[config.mk]
export PLATFORM = sky130hd
export DESIGN_NAME = pru_back
export DESIGN_NICKNAME = d
export VERILOG_FILES = /design/src/rtl/core/pru_pkg.sv /design/src/rtl/core/pru_back.sv
export SDC_FILE = /design/constraint.sdc
export NUM_CORES = 1
export LEC_CHECK = 0
export BUFFER_PORTS_ARGS = -buffer_cell sky130_fd_sc_hd__buf_2
export CAP_MARGIN = 20
export CORE_ASPECT_RATIO = 1.4
export CORE_UTILIZATION = 40
export DETAILED_ROUTE_END_ITERATION = 8
export GPL_TIMING_DRIVEN = 0
export HOLD_SLACK_MARGIN = 0.03
export PLACE_DENSITY = 0.8
export SLEW_MARGIN = 20
export SYNTH_ARGS = -nofsm -noshare
export SYNTH_HDL_FRONTEND = slang
export SYNTH_SLANG_ARGS = --single-unit
[constraint.sdc]
create_clock -name aclk -period 3.5 [get_ports aclk]
set_clock_uncertainty 0.2 [all_clocks]
set_input_delay 0.7 -clock aclk [delete_from_list [all_inputs] [get_ports aclk]]
set_output_delay 0.7 -clock aclk [all_outputs]
set_load 0.1 [all_outputs]
[src/rtl/core/pru_pkg.sv]
// ============================================================================
// pru_pkg: shared types and constants of the pixel replicating upscaler
// Holds the widths, codes and struct types used by the front, queue, back
// and top-level modules.
// ============================================================================
package pru_pkg;

    // Line store geometry.
    localparam int MAX_WIDTH   = 1024;
    localparam int COL_W       = $clog2(MAX_WIDTH);
    localparam int CNT_W       = $clog2(MAX_WIDTH + 1);

    // Field and register widths.
    localparam int CHAN_W      = 8;
    localparam int PIXEL_W     = 3 * CHAN_W;
    localparam int SCALE_W     = 7;
    localparam int WIDTH_W     = 11;
    localparam int HEIGHT_W    = 16;
    localparam int STATUS_W    = 3;
    localparam int SCALE_LIMIT = 100;
    localparam int ROW_ALIGN   = 4;
    localparam int PAD_W       = $clog2(ROW_ALIGN);

    // Configuration channel.
    localparam int CFG_INDEX_W = 2;
    localparam int CFG_DATA_W  = 16;

    // Queue between front and back.
    localparam int QUEUE_DEPTH = 4;
    localparam int QPTR_W      = $clog2(QUEUE_DEPTH);
    localparam int QCNT_W      = $clog2(QUEUE_DEPTH + 1);

    // Output user field: status, then image end flag.
    localparam int OUT_USER_W  = STATUS_W + 1;

    typedef enum logic {
        OP_PUSH = 1'b0,
        OP_TICK = 1'b1
    } op_t;

    typedef enum logic [STATUS_W-1:0] {
        STAT_IDLE   = 3'd0,
        STAT_PIXEL  = 3'd1,
        STAT_PAD    = 3'd2,
        STAT_ACCEPT = 3'd3,
        STAT_REFUSE = 3'd4
    } status_t;

    typedef enum logic [CFG_INDEX_W-1:0] {
        CFG_SCALE  = 2'd0,
        CFG_WIDTH  = 2'd1,
        CFG_HEIGHT = 2'd2
    } cfg_index_t;

    typedef struct packed {
        status_t status;
        logic    row_end;
        logic    image_end;
    } result_ctrl_t;

    typedef struct packed {
        result_ctrl_t             ctrl;
        logic [PIXEL_W-1:0]       pixel;
    } queue_entry_t;

endpackage

[src/rtl/core/pru_back.sv]
// ============================================================================
// pru_back: result formatter and output register
// Takes one queued result per transfer, clears the colour bytes of every
// result that is not a pixel and holds it on the master side until taken.
// ============================================================================
module pru_back
    import pru_pkg::*;
(
    input  logic                  aclk,
    input  logic                  aresetn,
    input  logic                  head_valid,
    input  queue_entry_t          head_entry,
    output logic                  pop,
    output logic                  m_tvalid,
    input  logic                  m_tready,
    output logic [PIXEL_W-1:0]    m_tdata,
    output logic                  m_tlast,
    output logic [OUT_USER_W-1:0] m_tuser
);

    logic                  out_valid_reg;
    logic [PIXEL_W-1:0]    out_data_reg,  out_data_next;
    logic                  out_last_reg;
    logic [OUT_USER_W-1:0] out_user_reg,  out_user_next;

    // Load a new result whenever the output register is empty or draining.
    assign pop = head_valid && (!out_valid_reg || m_tready);

    always_comb begin
        out_data_next = (head_entry.ctrl.status == STAT_PIXEL) ? head_entry.pixel : '0;
        out_user_next = {head_entry.ctrl.image_end, head_entry.ctrl.status};
    end

    always_ff @(posedge aclk) begin
        if (!aresetn) begin
            out_valid_reg <= 1'b0;
        end else if (pop) begin
            out_valid_reg <= 1'b1;
        end else if (m_tready) begin
            out_valid_reg <= 1'b0;
        end
    end

    always_ff @(posedge aclk) begin
        if (pop) begin
            out_data_reg <= out_data_next;
            out_last_reg <= head_entry.ctrl.row_end;
            out_user_reg <= out_user_next;
        end
    end

    assign m_tvalid = out_valid_reg;
    assign m_tdata  = out_data_reg;
    assign m_tlast  = out_last_reg;
    assign m_tuser  = out_user_reg;

endmodule

==> results.cfg <==
[cts]
cts_setup_buffers = 0
cts_buffers = 5
clk_pin_slew_ns = 0.08
postCtsHoldBufs = 0
cts_tree = built
clockBufferDepth = 2
clock_latency_ns = 0.32
root_buffer = clkbuf_4
h-tree-depth = 2
clock_sinks = 30
postCtsResizedCells = 0

[routing]
drc_errors = 0
via_per_inst = 4.287
vias = 716
wl_per_cell_um = 10.84
drt-total-wl_um = 1811
ant_nets = 0
drt_iter0_drc = 22
first_pass_iters = 4

[setup_path]
critPathKind = primary input to output pin
path_max_fanout = 30
crit_required_ns = 2.60
cp.arrival_ns = 2.01
end_kind = output pin
critical_path.startpoint_type = primary input

[place]
gp_congestion = 0.6318
dpl-instance-area_sq_um = 1486
port_buffers = 63
placed_cells = 159

[floorplan]
std_cell_rows = 22
core_area_sq_um = 2643
die_w_um = 46.69
ioPinCount = 64
initial_core_util = 0.4233
die-height_um = 64.57
dieArea_sq_um = 3015

[final_layout]
drive_gt1_frac = 0.6565
antenna_cells = 0
nets = 163
syn_to_final_growth_pct = 37.36
fillers = 233
fin_cells = 167
fin_area_sq_um = 1536

[synthesis]
synth_ff_type = edfxtp_1
syn_inst = 60
syn-num-nets = 93
yosysTopAreaCell = edfxtp_1
yosys.area.top_type_share = 0.7785
synth_most_common_cell = edfxtp_1
async_flop_share = 0
synth_area_sq_um = 1119
synth_area_leaders = edfxtp_1 (78%), and2_2 (8.7%), and2_1 (6.2%)
ys_seq_elements = 30
synth_cell_types = 8
synth_warnings = 0
ys_seq_area_frac = 0.7964
avgSynthCellArea_sq_um = 18.64
synth_edf_count = 29
synth.top_cells.by_count = edfxtp_1 (29), and2_2 (13), and2_1 (11), buf_6 (2), nor2b_1 (2)

[timing]
layout_min_cycle_time_ns = 2.911
layout_worst_path_cycle_share = 0.8317
fmax_mhz = 343.5
finalHoldViolations = 0
drv_slew = 0
finalSetupTns_ns = 0
relSlewSlack = 0.4932
rsz0062_at_grt = false
setup_viol = 0
worst_slew_pin_slew_ns = 0.7585

[power]
pwr_density_cell_nw_per_um2 = 529.1
leakage_nw = 0.6927
ir_worst_vdd_mv = 0.2996

[global_route]
overflow = 0
track_usage = 0.1391
antenna_found_initial = 0
grt_max_degree = 31
grt_pass1_wl_um = 2718
first_global_vias = 665

[run]
max_cap_viol_count = 0

[min_path]
hp-class = primary input to flip-flop

[outcome]
outcome = finished clean
## state kept, by name, summed over array words and instances (netlist names)
| signal | count |
|---|---|
| m_tdata | 24 |
| m_tlast | 1 |
| m_tuser | 4 |
| m_tvalid | 1 |
## where the power goes
part           leakage, nW  internal, mW  total [mW]  switching [mW]
combinational        0.367        0.0346       0.214           0.180
sequential           0.296         0.416       0.421         0.00437
clock               0.0297        0.0752       0.178           0.103
## routing by layer
layer | track usage | wire length [um] | vias up
li1 | - | - | 353
met3 | 0.07799 | 231 | 5
met5 | 0 | 0 | -
met1 | 0.1192 | 592 | 313
met4 | 0.1179 | 73 | 0
met2 | 0.2170 | 913 | 45
## final timing paths
check                                    start          end  slack [ns]  cells past startpoint
worst min-delay path            head_entry[25]      m_tlast        0.35                      1
worst max-delay path                  m_tready          pop        0.59                      4
worst max register to register        m_tvalid  m_tdata[16]        1.84                      2
worst min register to register        m_tvalid     m_tvalid        0.47                      2
## cell families after synthesis
family / count (synthesis) / share of synthesized area
compound gates: 1 / 0.006714
buf+inv: 2 / 0.02013
flops: 30 / 0.7964
simple gates: 27 / 0.1767
## final cells by class
cell class	count	area [sq um]	share of cell area
clock buffer	6	41.29	0.02687
multi-input combinational	28	212.7	0.1384
timing repair buffer	63	315.3	0.2052
tap	36	45.04	0.02932
buffer	2	22.52	0.01466
sequential	30	890.9	0.5798
clock inverter	2	8.758	0.005700
## layout by cell type, fill, tap and decap left out, drive strengths merged
master	netlist	final
dfxtp	1	1
nor2b	2	2
and2	24	24
edfxtp	29	29
clkbuf	0	6
o21a	1	1
clkinv	0	2
buf	2	65
nor3b	1	1
## critical path, cell delays in order
cell and delay [ns]:
buf_2 0.08, nor2b_1 0.06, nor2b_4 0.61, buf_2 0.55
## stage by stage
| step | setup slack (ns) | power [mW] | hold slack (ns) | utilization |
|---|---|---|---|---|
| 6_report | 0.5890 | 0.8130 | 0.3533 | 0.5814 |
| 5_1_grt | 0.5091 | 0.8496 | 0.3241 | 0.5814 |
| 4_1_cts | 0.5777 | 0.8238 | 0.3370 | 0.5814 |
| 3_5_place_dp | 0.5782 | 0.6446 | 0.4666 | 0.5625 |
| 3_3_place_gp | 0.1651 | 0.6417 | 0.4246 | 0.5606 |
| 2_1_floorplan | 0.1370 | 0.6048 | 0.5989 | - |
Power figures use the tool's default switching activity.
