**config.mk**
```make
export PLATFORM = sky130hd
export DESIGN_NAME = pru_queue
export DESIGN_NICKNAME = d
export VERILOG_FILES = /design/src/rtl/core/pru_pkg.sv /design/src/rtl/core/pru_queue.sv
export SDC_FILE = /design/constraint.sdc
export NUM_CORES = 1
export LEC_CHECK = 0
export BUFFER_PORTS_ARGS = -buffer_cell sky130_fd_sc_hd__buf_2
export CAP_MARGIN = 15
export CELL_PAD_IN_SITES_DETAIL_PLACEMENT = 0
export CELL_PAD_IN_SITES_GLOBAL_PLACEMENT = 1
export CORE_AREA = 2 2 114 116
export CTS_CLUSTER_DIAMETER = 100
export CTS_CLUSTER_SIZE = 12
export DETAILED_ROUTE_END_ITERATION = 10
export DIE_AREA = 0 0 116 118
export PLACE_DENSITY = 0.7
export SLEW_MARGIN = 20
export SYNTH_ARGS = -nofsm -noshare
export SYNTH_HDL_FRONTEND = slang
export SYNTH_SLANG_ARGS = --single-unit
```
**constraint.sdc**
```tcl
create_clock -name aclk -period 1.8 [get_ports aclk]
set_input_delay 0.09 -clock aclk [delete_from_list [all_inputs] [get_ports aclk]]
set_output_delay 0.09 -clock aclk [all_outputs]
set_load 0.05 [all_outputs]
```
**src/rtl/core/pru_pkg.sv**
```systemverilog
// ============================================================================
// pru_pkg: shared types and constants of the pixel replicating upscaler
// Holds the widths, codes and struct types used by the front, queue, back
// and top-level modules.
// ============================================================================
package pru_pkg;

    // Line store geometry.
    localparam int MAX_WIDTH   = 1024;
    localparam int COL_W       = $clog2(MAX_WIDTH);
    localparam int CNT_W       = $clog2(MAX_WIDTH + 1);

    // Field and register widths.
    localparam int CHAN_W      = 8;
    localparam int PIXEL_W     = 3 * CHAN_W;
    localparam int SCALE_W     = 7;
    localparam int WIDTH_W     = 11;
    localparam int HEIGHT_W    = 16;
    localparam int STATUS_W    = 3;
    localparam int SCALE_LIMIT = 100;
    localparam int ROW_ALIGN   = 4;
    localparam int PAD_W       = $clog2(ROW_ALIGN);

    // Configuration channel.
    localparam int CFG_INDEX_W = 2;
    localparam int CFG_DATA_W  = 16;

    // Queue between front and back.
    localparam int QUEUE_DEPTH = 4;
    localparam int QPTR_W      = $clog2(QUEUE_DEPTH);
    localparam int QCNT_W      = $clog2(QUEUE_DEPTH + 1);

    // Output user field: status, then image end flag.
    localparam int OUT_USER_W  = STATUS_W + 1;

    typedef enum logic {
        OP_PUSH = 1'b0,
        OP_TICK = 1'b1
    } op_t;

    typedef enum logic [STATUS_W-1:0] {
        STAT_IDLE   = 3'd0,
        STAT_PIXEL  = 3'd1,
        STAT_PAD    = 3'd2,
        STAT_ACCEPT = 3'd3,
        STAT_REFUSE = 3'd4
    } status_t;

    typedef enum logic [CFG_INDEX_W-1:0] {
        CFG_SCALE  = 2'd0,
        CFG_WIDTH  = 2'd1,
        CFG_HEIGHT = 2'd2
    } cfg_index_t;

    typedef struct packed {
        status_t status;
        logic    row_end;
        logic    image_end;
    } result_ctrl_t;

    typedef struct packed {
        result_ctrl_t             ctrl;
        logic [PIXEL_W-1:0]       pixel;
    } queue_entry_t;

endpackage

```
**src/rtl/core/pru_queue.sv**
```systemverilog
// ============================================================================
// pru_queue: short result queue between front and back
// A small register FIFO; the front only writes when its credit check has
// reserved a slot, so no full flag is needed on the write side.
// ============================================================================
module pru_queue
    import pru_pkg::*;
(
    input  logic              aclk,
    input  logic              aresetn,
    input  logic              push,
    input  queue_entry_t      push_entry,
    input  logic              pop,
    output logic              head_valid,
    output queue_entry_t      head_entry,
    output logic [QCNT_W-1:0] count
);

    queue_entry_t      entry_reg [QUEUE_DEPTH];
    logic [QPTR_W-1:0] wr_ptr_reg, wr_ptr_next;
    logic [QPTR_W-1:0] rd_ptr_reg, rd_ptr_next;
    logic [QCNT_W-1:0] count_reg,  count_next;

    // Pointer and occupancy update.
    always_comb begin
        wr_ptr_next = push ? (wr_ptr_reg + QPTR_W'(1)) : wr_ptr_reg;
        rd_ptr_next = pop  ? (rd_ptr_reg + QPTR_W'(1)) : rd_ptr_reg;
        count_next  = count_reg;
        if (push && !pop) begin
            count_next = count_reg + QCNT_W'(1);
        end else if (!push && pop) begin
            count_next = count_reg - QCNT_W'(1);
        end
    end

    always_ff @(posedge aclk) begin
        if (!aresetn) begin
            wr_ptr_reg <= '0;
            rd_ptr_reg <= '0;
            count_reg  <= '0;
        end else begin
            wr_ptr_reg <= wr_ptr_next;
            rd_ptr_reg <= rd_ptr_next;
            count_reg  <= count_next;
        end
    end

    // Entry storage.
    always_ff @(posedge aclk) begin
        if (push) begin
            entry_reg[wr_ptr_reg] <= push_entry;
        end
    end

    assign head_valid = (count_reg != '0);
    assign head_entry = entry_reg[rd_ptr_reg];
    assign count      = count_reg;

endmodule

```
==> results of run 1 <==
synthesized netlist by cell type:
cell type and count:
nor2b_1 2, nand2_1 1, buf_2 2, buf_12 1
o21ai_0 1, mux4_1 1, buf_4 1, xnor2_1 2
mux4_2 28, ha_1 5, fa_1 1, edfxtp_1 116
or3_1 2, xor2_1 3, a21boi_0 1, mux2i_1 2
clkbuf_1 1, buf_6 1, dfxtp_1 9, and2_1 9
inv_1 4
layout make-up:
type	count	area share, %
Sequential cell	125	58.20
Multi-Input combinational cell	58	14.37
Timing Repair Buffer	108	14.21
Clock buffer	25	7.384
Tap cell	172	3.414
Clock inverter	7	2.183
Inverter	4	0.2382
power by group:
| part | leakage, nW | internal [mW] | switching [mW] | total (mW) |
|---|---|---|---|---|
| clock network | 0.289 | 2.35 | 1.12 | 3.47 |
| registers | 1.14 | 3.34 | 0.0470 | 3.38 |
| logic | 0.802 | 0.477 | 0.731 | 1.21 |
| total | 2.23 | 6.16 | 1.90 | 8.06 |
cells in the final DEF, fill, tap and decap left out, types with 4 or more instances in the layout:
cell           instances
buf_4                 20
and2_2                 4
dlygate4sd3_1         30
ha_1                   5
clkbuf_16             17
buf_2                 38
inv_1                  4
edfxtp_1             116
mux4_2                28
clkbuf_1               7
and2_1                 5
bufinv_16              4
buf_6                 16
dfxtp_1                7
worst max-delay path, cell delays in order, from the launching register on:
cell and delay (ps):
dfxtp_4 360, buf_12 140, buf_12 140, mux4_2 510
buf_6 170
metal layers:
| metal | GRT usage (%) | up-vias | share of wire, % | wire [um] |
|---|---|---|---|---|
| met3 | 4.892 | 13 | 4.5 | 364 |
| met4 | 4.911 | 0 | 1.5 | 124 |
| met1 | 16.68 | 1158 | 44 | 3537 |
| met5 | 0 | - | 0 | 0 |
| met2 | 21.09 | 60 | 50 | 4103 |
| li1 | - | 1043 | - | - |
timing repair:
action | CTS | global route
resized for setup | 46 | 0
setup endpoints to repair | 29 | 27
cloned | 0 | 0
hold buffers | 30 | 0
setup buffers | 5 | 0
hold endpoints to repair | 125 | 0
cell families (layout without fill, tap and decap cells):
kind of cell    count (synthesis)  count (layout)
xor+xnor                        5               5
buf+inv                        10             144
mux                            31              31
flops                         125             125
fa+ha+maj                       6               6
compound gates                  2               2
simple gates                   14              14
path summary, 6_finish.rpt:
check	start	end	cells after the start
worst max-delay path	flip-flop	head_entry[16]	4
worst min-delay path	pop	rd_ptr_reg[0]	3
worst max register to register	wr_ptr_reg[0]	entry_reg[0][16]	3
worst min register to register	count[2]	count[2]	2
==> out/metrics.cfg, run 1 <==
[status]
outcome=finished, violations left
violations=negative setup slack

[synth]
synth_seq_cells=125
syn_area_um2=4632
netlist.area_leader.share_pct=75.20
yosys_warnings=0
syn_inst=193
synth_compound_area_share_pct=0.2701
yosys.area_share.xor_xnor_pct=0.9454
synth_top_family_by_area=multiplexers
syn_area_per_cell_um2=24.00
yosysTopAreaCell=edfxtp_1
synthAdderAreaFrac_pct=1.783
synthMuxAreaShare_pct=14.61
synth.distinct_cells=21
yosysSeqAreaShare_pct=79.09
synth.area.top_cells=edfxtp_1 75%, mux4_2 14%, dfxtp_1 3.9%
syn_nets=232
synth-simple-area-share_pct=1.837

[final_layout]
nFillCells=1042
finalNonFillerCells=499
final_cell_area_um2=6304
regArea_um2=3669
nets=353
antenna_cells=0
largest_reg_flops=116
fin_util_pct=50.78
syn2layout_area_growth_pct=36.09
multi_input_area_um2=905.9
drive_above_1_share_pct=41.90

[sta]
setup-tns-final_ps=-91.92
final.min_clock_period_ps=1814
worst_slack_ps=-14.48
skew_ps=7.622
rsz0062_at_grt=yes
report.final.slew_viol_count=0
worst_pin_slew_ps=796.9
slew_headroom_pct=46.87
setup_viol=10
fmax_mhz=551.1
finalCritPeriodShare_pct=100.8
hold_viol_final=0
whs_ps=59.40

[worst_setup_path]
cp_max_fo=8
r2r_setup_slack_ps=160
crit_type=flip-flop to primary output
crit_path_start_kind=flip-flop
critPathRequiredTime_ps=1710
arrival_ps=1720
endpoint_kind=primary output

[placement]
portBuffers=65
pre_cts_ws_ps=142.8
place.gp.congestion=0.6810
place_area_um2=5200
post-dp-hpwl_mm=4.857
place_inst=432

[global_route]
grt.total_usage_pct=13.30
grt-ovfl-total=0
antenna_found_initial=0
grt_pass1_wl_mm=13.17
grt_pass1_vias=2524
grt_max_degree=30

[clock_network]
cts_buffers=17
path_clk_slew_ps=50
clk_latency_ps=400
h-tree-depth=4
cts_tree=built
cts_root_buf=clkbuf_16
cts.sinks=125
cts_buffer_depth=2

[power]
finalPower_mw=8.058
p_per_area_nw_per_um2=1278
worst_ir_drop_vdd_mv=0.4765
p_leak_nw=2.233

[detailed_routing]
first_pass_iters=6
wl_per_cell_um=16.29
vias_per_cell=4.557
drtAntennaViolNets=0
wirelength_mm=8.129
vias=2274
drt_iter0_markers=136
detail_route.drc_violations=0

[floorplan]
start_util_pct=37.31
die_w_um=116
core_um2=12410
ios=66
die_area_um2=13690
die_y_um=118
placementRows=41

[worst_hold_path]
hold_class=input port to flip-flop

[job]
drv_cap=0

(Power assumes the default switching activity.)
==> run 2, diff against run 1 <==
--- a/config.mk
+++ b/config.mk
@@ -5,11 +5,13 @@
 export SDC_FILE = /design/constraint.sdc
 export NUM_CORES = 1
 export LEC_CHECK = 0
+export ABC_AREA = 0
 export BUFFER_PORTS_ARGS = -buffer_cell sky130_fd_sc_hd__buf_2
 export CAP_MARGIN = 15
 export CELL_PAD_IN_SITES_DETAIL_PLACEMENT = 0
 export CELL_PAD_IN_SITES_GLOBAL_PLACEMENT = 1
 export CORE_AREA = 2 2 114 116
+export CTS_BUF_LIST = sky130_fd_sc_hd__clkbuf_4
 export CTS_CLUSTER_DIAMETER = 100
 export CTS_CLUSTER_SIZE = 12
 export DETAILED_ROUTE_END_ITERATION = 10
==> out/metrics.cfg, run 2 (same netlist as run 1, synthesis figures left out) <==
[clock_network]
cts.sinks=125  ; unchanged
cts_buffers=17  ; unchanged
cts_root_buf=clkbuf_4  ; was clkbuf_16
clk_latency_ps=500  ; was 400 ps
cts_buffer_depth=2  ; unchanged
cts_tree=built  ; unchanged
h-tree-depth=4  ; unchanged
path_clk_slew_ps=110  ; was 50 ps

[worst_setup_path]
cp_max_fo=8  ; unchanged
critical_path.slowest_cell=mux4_2  ; unchanged
critPathRequiredTime_ps=1710  ; about the same
cp_num_buf_inv=3  ; unchanged
cp.depth=4  ; unchanged
cpMostUsedCell=buf_12  ; unchanged
crit_path_start_kind=flip-flop  ; unchanged
r2r_setup_slack_ps=160  ; about the same
r2r-end=entry_reg[2][20]  ; was entry_reg[0][16]
crit_type=flip-flop to primary output  ; unchanged
crit_path_cell_trace=buf_12 -> buf_12 -> mux4_2 -> buf_8  ; was buf_12 -> buf_12 -> mux4_2 -> buf_6
r2r_cells=3  ; unchanged
endpoint_kind=primary output  ; unchanged
endpoint=head_entry[12]  ; was head_entry[16]
slowest_delay_ps=520  ; was 510 ps
arrival_ps=1830  ; was 1720 ps
critPathTopFamily=multiplexers  ; unchanged
r2r-start=wr_ptr_reg[0]  ; unchanged

[sta]
final.min_clock_period_ps=1925  ; was 1814 ps
slew_headroom_pct=47.15  ; was 46.87%
setup_viol=29  ; was 10
report.final.slew_viol_count=0  ; unchanged
skew_ps=14.74  ; was 7.622 ps
finalCritPeriodShare_pct=106.9  ; was 100.8%
hold_viol_final=0  ; unchanged
rsz0062_at_grt=yes  ; unchanged
fmax_mhz=519.5  ; was 551.1 MHz
worst_pin_slew_ps=792.8  ; was 796.9 ps
worst_slack_ps=-125.0  ; was -14.48 ps

[detailed_routing]
wirelength_mm=8.173  ; was 8.129 mm
detail_route.drc_violations=0  ; unchanged
drtAntennaViolNets=0  ; unchanged
first_pass_iters=7  ; was 6
vias=2284  ; was 2274
wl_per_cell_um=16.18  ; was 16.29 um
vias_per_cell=4.523  ; was 4.557
drt_iter0_markers=126  ; was 136

[global_route]
grt_pass1_wl_mm=13.08  ; was 13.17 mm
antenna_found_initial=0  ; unchanged
grt.total_usage_pct=13.26  ; was 13.30%
grt_max_degree=30  ; unchanged
grt.met1_usage_pct=16.53  ; was 16.68%
use_met2_pct=21.20  ; was 21.09%
grt_use_met3_pct=4.737  ; was 4.892%
grt_pass1_vias=2510  ; was 2524
top_usage_layer=met2  ; unchanged
grt-ovfl-total=0  ; unchanged

[final_layout]
final_cell_area_um2=6091  ; was 6304 um2
drive_above_1_share_pct=44.14  ; was 41.90%
nets=359  ; was 353
syn2layout_area_growth_pct=31.50  ; was 36.09%
final_cell_mix=116 x edfxtp_1, 36 x buf_2, 33 x dlygate4sd3_1  ; was 116 x edfxtp_1, 38 x buf_2, 30 x dlygate4sd3_1
layout_commonest_cell=edfxtp_1  ; unchanged
fin_util_pct=49.06  ; was 50.78%
antenna_cells=0  ; unchanged
largest_reg_flops=116  ; unchanged

[floorplan]
die_area_um2=13690  ; unchanged
placementRows=41  ; unchanged
ios=66  ; unchanged
die_y_um=118  ; unchanged
core_um2=12410  ; unchanged
die_w_um=116  ; unchanged
start_util_pct=37.31  ; unchanged

[status]
violations=negative setup slack  ; unchanged
outcome=finished, violations left  ; unchanged

[power]
p_per_area_nw_per_um2=1111  ; was 1278 nW/um2
worst_ir_drop_vdd_mv=0.4893  ; was 0.4765 mV
finalPower_mw=6.766  ; was 8.058 mW
p_leak_nw=2.153  ; was 2.233 nW

[placement]
post-dp-hpwl_mm=4.857  ; unchanged
portBuffers=65  ; unchanged
place_area_um2=5200  ; unchanged
place.gp.congestion=0.6810  ; unchanged

[worst_hold_path]
hold_class=input port to flip-flop  ; unchanged
hold_path.startpoint=push_entry[2]  ; was pop

[job]
drv_cap=0  ; unchanged

run 2: changes by cell type in the layout (fill, tap and decap cells not counted):
cell | previous run | this run
clkbuf_1 | 7 | 0
dlygate4sd3_1 | 30 | 33
clkbuf_16 | 17 | 0
clkbuf_8 | 1 | 0
buf_8 | 1 | 3
mux4_1 | 1 | 0
buf_4 | 20 | 23
mux4_2 | 28 | 29
buf_2 | 38 | 36
clkbuf_4 | 0 | 24
clkinv_1 | 0 | 1
run 2: report_power, final:
group	leakage [nW]	switching, mW	total (mW)	internal [mW]
combinational	0.835	0.737	1.24	0.504
clock	0.176	0.946	2.15	1.21
sequential	1.14	0.0471	3.37	3.33
total	2.15	1.73	6.77	5.04
run 2: worst min-delay path by stage:
stage | depth (start not counted) | to | slack [ps]
after floorplan | 0 | entry_reg[0][0] | 190
after global placement | 1 | entry_reg[0][17] | 300
after detailed placement | 1 | entry_reg[2][17] | 310
after CTS | 2 | entry_reg[2][1] | 260
after global routing | 2 | entry_reg[3][3] | 280
final | 2 | entry_reg[3][2] | 330
run 2: per-stage QoR:
stage	hold slack [ps]	TNS [ps]	std cells	setup WS (ps)
2_1_floorplan	188.9	0	193	141.5
3_3_place_gp	302.7	0	432	152.3
3_5_place_dp	307.1	0	432	142.8
4_1_cts	263.5	-4621	502	-195.6
5_1_grt	283.3	-5654	505	-225.6
6_report	327.3	-2556	505	-125.0
run 2: cell type report:
| cell class | count | area (um2) |
|---|---|---|
| clock buffer | 24 | 180.2 |
| clock inverter | 8 | 141.4 |
| fill | 1073 | 6324 |
| inverter | 4 | 15.01 |
| multi-input combinational | 58 | 902.1 |
| sequential | 125 | 3669 |
| tap | 172 | 215.2 |
| timing repair buffer | 114 | 968.4 |
run 2: repair_timing:
action,4_1_cts,5_1_grt
hold endpoints to repair,125,0
endpoints found under the setup margin,29,29
setup buffers,5,3
hold buffers,33,0
gates resized for setup,50,3
run 2: metal layers:
layer  wire length [um]  up-vias
met3                376        8
met1               3577     1161
met2               4109       60
met5                  0        -
li1                   -     1055
met4                109        0
